===== src/sv/mutex_lock_table_macros.svh =====
// Assertion macros used by the mutex lock table slot table (mlt_table).
`ifndef MUTEX_LOCK_TABLE_MACROS_SVH
`define MUTEX_LOCK_TABLE_MACROS_SVH

`ifndef ASSERT_OFF
// Checks that prop holds at every rising clock edge outside reset.
`define MLT_ASSERT(name, clk, rst_n, prop, msg) \
  name: assert property (@(posedge clk) disable iff (!rst_n) (prop)) else $error(msg);
// Checks that cons holds in the same cycle whenever ante holds.
`define MLT_ASSERT_IMP(name, clk, rst_n, ante, cons, msg) \
  name: assert property (@(posedge clk) disable iff (!rst_n) (ante) |-> (cons)) \
    else $error(msg);
`else
`define MLT_ASSERT(name, clk, rst_n, prop, msg)
`define MLT_ASSERT_IMP(name, clk, rst_n, ante, cons, msg)
`endif

`endif


===== src/sv/mlt_pkg.sv =====
// Types and constants shared by the mutex lock table modules.
package mlt_pkg;

  localparam int unsigned HANDLE_W  = 32;
  localparam int unsigned TASK_IN_W = 8;

  typedef enum logic [1:0] {
    REQ_CREATE = 2'd0,
    REQ_LOCK   = 2'd1,
    REQ_UNLOCK = 2'd2,
    REQ_DELETE = 2'd3
  } req_e;

  typedef enum logic [1:0] {
    ST_OK    = 2'd0,
    ST_BUSY  = 2'd1,
    ST_ERROR = 2'd2
  } status_e;

  typedef struct packed {
    req_e                 kind;
    logic [HANDLE_W-1:0]  handle;
    logic [TASK_IN_W-1:0] task_id;
  } req_t;

  typedef struct packed {
    status_e             status;
    logic [HANDLE_W-1:0] new_handle;
  } res_t;

endpackage


===== src/sv/mlt_match.sv =====
// Per-slot handle compare and first-one selection of matching and free slots.
module mlt_match import mlt_pkg::*; #(
  parameter int unsigned SLOT_COUNT = 8
) (
  input  logic [HANDLE_W-1:0]   slot_handle_i [SLOT_COUNT],
  input  logic [HANDLE_W-1:0]   req_handle_i,
  output logic [SLOT_COUNT-1:0] hit_oh_o,
  output logic [SLOT_COUNT-1:0] free_oh_o
);

  logic [SLOT_COUNT-1:0] hit_vec;
  logic [SLOT_COUNT-1:0] free_vec;

  // A zero request handle never matches, so free slots are never addressed.
  always_comb begin
    for (int i = 0; i < SLOT_COUNT; i++) begin
      hit_vec[i]  = (slot_handle_i[i] == req_handle_i) && (req_handle_i != '0);
      free_vec[i] = (slot_handle_i[i] == '0);
    end
  end

  // Keep only the lowest set bit of each vector.
  assign hit_oh_o  = hit_vec & (~hit_vec + SLOT_COUNT'(1));
  assign free_oh_o = free_vec & (~free_vec + SLOT_COUNT'(1));

endmodule


===== src/sv/mlt_table.sv =====
// Slot table state, request decode and slot update.
`include "mutex_lock_table_macros.svh"

module mlt_table import mlt_pkg::*; #(
  parameter int unsigned SLOT_COUNT   = 8,
  parameter int unsigned TASK_ID_BITS = 8
) (
  input  logic clk_i,
  input  logic rst_ni,
  input  req_t req_i,
  input  logic commit_i,
  output res_t res_o
);

  localparam int unsigned TaskExtW = (TASK_ID_BITS > TASK_IN_W) ? TASK_ID_BITS : TASK_IN_W;

  logic [HANDLE_W-1:0]     handle_q [SLOT_COUNT];
  logic [SLOT_COUNT-1:0]   locked_q;
  logic [TASK_ID_BITS-1:0] owner_q  [SLOT_COUNT];
  logic [HANDLE_W-1:0]     next_q;
  logic [HANDLE_W-1:0]     next_d;

  logic [SLOT_COUNT-1:0]   hit_oh;
  logic [SLOT_COUNT-1:0]   free_oh;
  logic                    hit_any;
  logic                    free_any;
  logic                    locked_hit;
  logic [TASK_ID_BITS-1:0] owner_hit;
  logic [TaskExtW-1:0]     task_ext;
  logic [TASK_ID_BITS-1:0] task_w;
  logic                    op_ok;

  mlt_match #(
    .SLOT_COUNT (SLOT_COUNT)
  ) u_match (
    .slot_handle_i (handle_q),
    .req_handle_i  (req_i.handle),
    .hit_oh_o      (hit_oh),
    .free_oh_o     (free_oh)
  );

  // Only the low TASK_ID_BITS bits of the requester are kept.
  assign task_ext = TaskExtW'(req_i.task_id);
  assign task_w   = task_ext[TASK_ID_BITS-1:0];

  assign hit_any    = |hit_oh;
  assign free_any   = |free_oh;
  assign locked_hit = |(hit_oh & locked_q);

  always_comb begin
    owner_hit = '0;
    for (int i = 0; i < SLOT_COUNT; i++) begin
      owner_hit = owner_hit | (owner_q[i] & {TASK_ID_BITS{hit_oh[i]}});
    end
  end

  always_comb begin
    res_o.new_handle = '0;
    res_o.status     = ST_ERROR;
    op_ok            = 1'b0;
    unique case (req_i.kind)
      REQ_CREATE: begin
        if (free_any) begin
          res_o.status     = ST_OK;
          res_o.new_handle = next_q;
          op_ok            = 1'b1;
        end
      end
      REQ_LOCK: begin
        if (hit_any && locked_hit) begin
          res_o.status = ST_BUSY;
        end else if (hit_any) begin
          res_o.status = ST_OK;
          op_ok        = 1'b1;
        end
      end
      REQ_UNLOCK: begin
        if (hit_any && locked_hit && (owner_hit == task_w)) begin
          res_o.status = ST_OK;
          op_ok        = 1'b1;
        end
      end
      REQ_DELETE: begin
        if (hit_any) begin
          res_o.status = ST_OK;
          op_ok        = 1'b1;
        end
      end
    endcase
  end

  // The handle counter skips zero when it wraps.
  assign next_d = (next_q == '1) ? HANDLE_W'(1) : next_q + HANDLE_W'(1);

  always_ff @(posedge clk_i or negedge rst_ni) begin
    if (!rst_ni) begin
      for (int i = 0; i < SLOT_COUNT; i++) begin
        handle_q[i] <= '0;
        owner_q[i]  <= '0;
      end
      locked_q <= '0;
      next_q   <= HANDLE_W'(1);
    end else if (commit_i && op_ok) begin
      unique case (req_i.kind)
        REQ_CREATE: begin
          next_q <= next_d;
          for (int i = 0; i < SLOT_COUNT; i++) begin
            if (free_oh[i]) begin
              handle_q[i] <= next_q;
              locked_q[i] <= 1'b0;
              owner_q[i]  <= '0;
            end
          end
        end
        REQ_LOCK: begin
          for (int i = 0; i < SLOT_COUNT; i++) begin
            if (hit_oh[i]) begin
              locked_q[i] <= 1'b1;
              owner_q[i]  <= task_w;
            end
          end
        end
        REQ_UNLOCK: begin
          for (int i = 0; i < SLOT_COUNT; i++) begin
            if (hit_oh[i]) begin
              locked_q[i] <= 1'b0;
              owner_q[i]  <= '0;
            end
          end
        end
        REQ_DELETE: begin
          for (int i = 0; i < SLOT_COUNT; i++) begin
            if (hit_oh[i]) begin
              handle_q[i] <= '0;
              locked_q[i] <= 1'b0;
              owner_q[i]  <= '0;
            end
          end
        end
      endcase
    end
  end

  `MLT_ASSERT(a_hit_onehot0, clk_i, rst_ni, $onehot0(hit_oh), "several slots selected by handle")
  `MLT_ASSERT(a_free_onehot0, clk_i, rst_ni, $onehot0(free_oh), "several free slots selected")
  `MLT_ASSERT(a_next_nonzero, clk_i, rst_ni, next_q != '0, "handle counter reached zero")
  `MLT_ASSERT_IMP(a_create_handle, clk_i, rst_ni, (req_i.kind == REQ_CREATE) && free_any, (res_o.new_handle != '0) && (res_o.status == ST_OK), "create gave no handle")

endmodule


===== src/sv/mutex_lock_table.sv =====
// Top level of the mutex lock table: input register, slot table and result register.
//
//   channel  direction  handshake                  payload
//   request  in         in_valid_i / in_stall_o    req_type_i, mutex_handle_i, requester_task_i
//   result   out        out_valid_o / out_stall_i  status_o, new_handle_o
//
// A request beat is captured in the input register; once it advances, the slot
// table decodes it, updates its slots and the result is loaded into the result
// register, and one beat is taken every cycle while the result side is not stalled.
// The single-cycle rate is set by the parallel handle compare of all slots.
// After reset every slot is free, unlocked and unowned, and the handle counter is 1.
// A stalled result holds the result register; the request in the input register
// then waits and the request side is stalled until the result beat is taken.
module mutex_lock_table import mlt_pkg::*; #(
  parameter int unsigned SLOT_COUNT   = 8,
  parameter int unsigned TASK_ID_BITS = 8
) (
  input  logic                 clk_i,
  input  logic                 rst_ni,
  input  logic                 in_valid_i,
  output logic                 in_stall_o,
  input  logic [1:0]           req_type_i,
  input  logic [HANDLE_W-1:0]  mutex_handle_i,
  input  logic [TASK_IN_W-1:0] requester_task_i,
  output logic                 out_valid_o,
  input  logic                 out_stall_i,
  output status_e              status_o,
  output logic [HANDLE_W-1:0]  new_handle_o
);

  logic in_valid_q;
  req_t req_q;
  logic out_valid_q;
  res_t res_q;
  res_t res_d;
  logic advance;
  logic in_load;

  // The held request moves on when the result register is empty or is being drained.
  assign advance    = in_valid_q && (!out_valid_q || !out_stall_i);
  assign in_stall_o = in_valid_q && !advance;
  assign in_load    = in_valid_i && !in_stall_o;

  always_ff @(posedge clk_i or negedge rst_ni) begin
    if (!rst_ni) begin
      in_valid_q <= 1'b0;
    end else if (!in_valid_q || advance) begin
      in_valid_q <= in_valid_i;
    end
  end

  // Payload registers carry no reset.
  always_ff @(posedge clk_i) begin
    if (in_load) begin
      req_q.kind    <= req_e'(req_type_i);
      req_q.handle  <= mutex_handle_i;
      req_q.task_id <= requester_task_i;
    end
  end

  mlt_table #(
    .SLOT_COUNT   (SLOT_COUNT),
    .TASK_ID_BITS (TASK_ID_BITS)
  ) u_table (
    .clk_i    (clk_i),
    .rst_ni   (rst_ni),
    .req_i    (req_q),
    .commit_i (advance),
    .res_o    (res_d)
  );

  always_ff @(posedge clk_i or negedge rst_ni) begin
    if (!rst_ni) begin
      out_valid_q <= 1'b0;
    end else if (!out_valid_q || !out_stall_i) begin
      out_valid_q <= advance;
    end
  end

  always_ff @(posedge clk_i) begin
    if (advance) begin
      res_q <= res_d;
    end
  end

  assign out_valid_o  = out_valid_q;
  assign status_o     = res_q.status;
  assign new_handle_o = res_q.new_handle;

endmodule

===== config.mk =====
export PLATFORM = sky130hd
export DESIGN_NAME = mutex_lock_table
export DESIGN_NICKNAME = d
export VERILOG_FILES = /design/src/sv/mlt_pkg.sv /design/src/sv/mlt_match.sv /design/src/sv/mlt_table.sv /design/src/sv/mutex_lock_table.sv
export VERILOG_INCLUDE_DIRS = /design/src /design/src/sv
export SDC_FILE = /design/constraint.sdc
export NUM_CORES = 1
export LEC_CHECK = 0
export ABC_CLOCK_PERIOD_IN_PS = 12950
export BUFFER_PORTS_ARGS = -buffer_cell sky130_fd_sc_hd__buf_2
export CORE_MARGIN = 1
export CORE_UTILIZATION = 60
export CTS_CLUSTER_DIAMETER = 200
export DETAILED_ROUTE_END_ITERATION = 10
export MAX_ROUTING_LAYER = met4
export PLACE_DENSITY = 0.85
export SLEW_MARGIN = 20
export SYNTH_ARGS = -nofsm -noshare
export SYNTH_HDL_FRONTEND = slang
export SYNTH_SLANG_ARGS = --single-unit

===== constraint.sdc =====
create_clock -name clk_i -period 12.95 [get_ports clk_i]
set_input_delay 0 -clock clk_i [delete_from_list [all_inputs] [get_ports clk_i]]
set_output_delay 0 -clock clk_i [all_outputs]
set_load 0.02 [all_outputs]

==> flow_summary_export.csv <==
group,metric,value,unit
outcome,outcome,"complete, but fails checks",
outcome,violations,"design-rule violations",
synth,synth_xor_area_share,11.2,%
setup_path,required,13440,ps
power_and_ir_drop,ir_drop,0.114,mV
die,die_w,193,µm
timing,setup_violations,0,
power_and_ir_drop,p_switching,0.985,mW
route,routed_wl,73.9,mm
timing,skew,39.8,ps
power_and_ir_drop,internal_power,2.49,mW
power_and_ir_drop,clockPowerShare,39.7,%
setup_path,crit_path_end_kind,"register",
synth,yosysSeqAreaShare,51.8,%
die,die_h,193,µm
clocking,cts_sinks,438,
clocking,numCtsBuffers,46,
route,vias,16200,
global_routing,grt-ovfl-total,0,
global_routing,grt_use_total,41.6,%
layout,synthToLayoutAreaGrowth,12.5,%
die,core_area,0.0357,mm²
timing,setup-tns-final,0,ps
clocking,path_clk_slew,60,ps
setup_path,worstReg2RegStart,"req_q[28]",
clocking,clock_path_buffers,3,
synth,synthAdderAreaFrac,0.286,%
route,drtIter0Drc,1754,
synth,yosysMostFrequentCell,"dfrtp_1",
synth,synth-edff-count,76,
clocking,cts_root_buffer,"clkbuf_16",
synth,ys_seq_elements,438,
synth,synth_area,0.0219,mm²
route,drtAntennaViolNets,0,
synth,yosys.area.top_type,"dfrtp_1",
timing,rsz0062_at_grt,"false",
route,viasPerCell,6.70,
power_and_ir_drop,pwr-share-comb,13.0,%
placement,dpl.hpwl,52.4,mm
setup_path,critPathLaunch,"req_q[28]",
setup_path,start_kind,"register",
route,dr.pass1.iters,10,
placement,port_buffers,81,
synth,synthTopCellsByArea,"dfrtp_1 41%, mux2_2 14%, edfxtp_1 10%",
layout,stdcell_area,0.0246,mm²
synth,synth_top_area_share,41.3,%
layout,fin_nets,1962,
layout,drive_gt1_share,24.5,%
synth,yosysUniqueCellTypes,66,
timing,max_freq,0.147,GHz
setup_path,crit_path_max_fanout,32,
route,remaining_drc_errors,6,
global_routing,grt_util_met1,50.4,%
global_routing,grt_pass1_wl,106,mm
synth,synth_top_family_by_area,"multiplexers",
global_routing,grt.met3_usage,5.90,%
synth,ys.flop_type,"dfrtp_1",
synth,yosysWarnings,0,
power_and_ir_drop,power_density,141,mW/mm²
die,num_rows,69,
synth,async_reset_ff_share,82.6,%
route,avgRoutedWirePerCell,30.7,µm
timing,period_share,52.6,%
clocking,clk_latency,600,ps
synth,synth_area_per_cell,12.0,µm²
timing,finalHoldViolCount,0,
hold_path,hold_class,"primary input to asynchronous set/reset pin",
placement,placed_cell_area,0.0226,mm²
synth,synth_commonest_cells,"361 x dfrtp_1, 271 x mux2_2, 142 x xnor2_1",
die,io_pins,82,
clocking,cts_tree,"done",
power_and_ir_drop,p_leak,10.9,nW
global_routing,grt_max_degree,156,
placement,pre_cts_ws,6290,ps
power_and_ir_drop,p_sw_share,28.4,%
timing,worstMarginPinSlew,1220,ps
placement,place_congestion,1.06,
clocking,post_cts_resized,0,
setup_path,critPathArrivalTime,7300,ps
synth,yosys.area_share.simple,14.1,%
synth,postSynthCellCount,1828,
global_routing,use_met2,65.8,%
synth,synth.mux.area_fraction,15.4,%
clocking,post-cts-setup-buffers,0,
power_and_ir_drop,p_seq_share,47.3,%
global_routing,grt_pass1_vias,16300,
synth,synth_fp_nets,1879,
clocking,htreeDepth,2,
timing,slew_headroom,18.7,%
timing,period_minus_slack,6810,ps
global_routing,grt_busiest_layer,"met2",
setup_path,crit_type,"register to register",
die,start_util,61.3,%
flow_run,maxCapViolCount,0,
timing,setup_slack,6140,ps
global_routing,antenna_found_initial,1,
die,dieArea,0.0373,mm²
synth,synth_compound_area_share,4.74,%
timing,slew_violations,0,
[logic make-up after synthesis]
logic type	after synthesis
xor gates and xnor gates	279
buffers and inverters	126
and+or+nand+nor	535
adders and majority gates	5
AOI/OAI and AO/OA	146
muxes	299
DFF	438
[worst max-delay path: stages (launching register included)]
cell,delay [ps]
edfxtp_1,950
xnor2_1,240
nand4_1,130
nor4_1,1020
nand3_1,510
nor4_1,980
a32oi_1,90
o311ai_1,150
xor2_1,130
or4_1,540
o41a_1,640
or3_1,920
o21ai_0,360
[sequential cells by signal (all words and copies together), names as in the netlist]
| register | flops |
|---|---|
| u_table.locked_q | 8 |
| u_table.owner_q | 64 |
| status_o | 2 |
| out_valid_o | 1 |
| u_table.handle_q | 256 |
| u_table.next_q | 32 |
| in_valid_q | 1 |
| req_q | 42 |
| new_handle_o | 32 |
[per-layer routing]
metal	part of all wire, %	wire (µm)
met1	38	28500
met2	47	35100
met3	6.7	4950
met4	7.4	5450
met5	0	0
[final cells by class]
type | instances | area, µm²
inverter | 11 | 41.3
clock buffer | 58 | 1250
tap | 461 | 577
sequential | 438 | 11300
fill | 2581 | 11100
timing repair buffer | 150 | 1060
multi-input combinational | 1264 | 10000
antenna | 1 | 2.50
clock inverter | 28 | 318
[final timing paths]
path	cells past startpoint	slack, ps	to
worst max-delay path	12	6140	u_table.handle_q[203]
worst min-delay path	2	90	u_table.next_q[5]
worst max register to register	12	6140	u_table.handle_q[203]
worst min register to register	1	500	out_valid_o
max in group asynchronous	3	11310	u_table.handle_q[165]
min in group clk_i	2	110	req_q[26]
[through the flow]
stage / utilization (%) / hold slack [ps] / total power [mW] / instances
2_1_floorplan: - / -296 / 1.87 / 1828
3_3_place_gp: 63.2 / 141 / 2.08 / 2278
3_5_place_dp: 63.2 / 150 / 2.09 / 2278
4_1_cts: 68.9 / 90.4 / 3.46 / 2410
5_1_grt: 68.9 / 109 / 3.56 / 2411
6_report: 68.9 / 92.6 / 3.47 / 2411
[power by group through the flow]
stage	clock network, mW	logic (mW)	registers, mW
final	1.38	0.451	1.64
after detailed placement	0	0.430	1.66
after global placement	0	0.421	1.66
after floorplan	0	0.281	1.59
after CTS	1.38	0.443	1.64
after global routing	1.43	0.477	1.65
[cells in the final DEF (no fill, tap or decap), types with 6 or more instances in the layout]
cell / netlist / routed
o2bb2ai_1: 29 / 29
clkbuf_16: 0 / 46
buf_2: 58 / 80
a31o_2: 6 / 6
nor3b_1: 8 / 8
nand2b_1: 8 / 8
nand4_1: 79 / 79
xnor2_1: 142 / 142
nand3b_1: 8 / 8
edfxtp_1: 76 / 76
nor2b_1: 35 / 32
bufinv_16: 0 / 6
mux2_2: 271 / 271
dfrtp_1: 361 / 361
a21oi_1: 12 / 12
a211oi_1: 8 / 8
nor3_1: 17 / 13
or3_1: 12 / 12
nand2_1: 79 / 79
xor2_1: 137 / 137
clkinv_2: 0 / 8
nor2_1: 50 / 50
nand3_1: 19 / 19
a31oi_1: 7 / 7
buf_4: 5 / 21
dlygate4sd3_1: 0 / 46
inv_1: 11 / 11
clkbuf_1: 47 / 7
and3_1: 21 / 21
clkinv_1: 0 / 6
mux2_1: 25 / 25
and2_1: 47 / 46
o21ai_0: 49 / 49
nor4_1: 126 / 125
[repair_timing]
action,in CTS,in global routing
hold endpoints to repair,166,0
endpoints found under the setup margin,0,0
hold buffers,46,0
No activity file was read; power rests on OpenSTA's default activity.
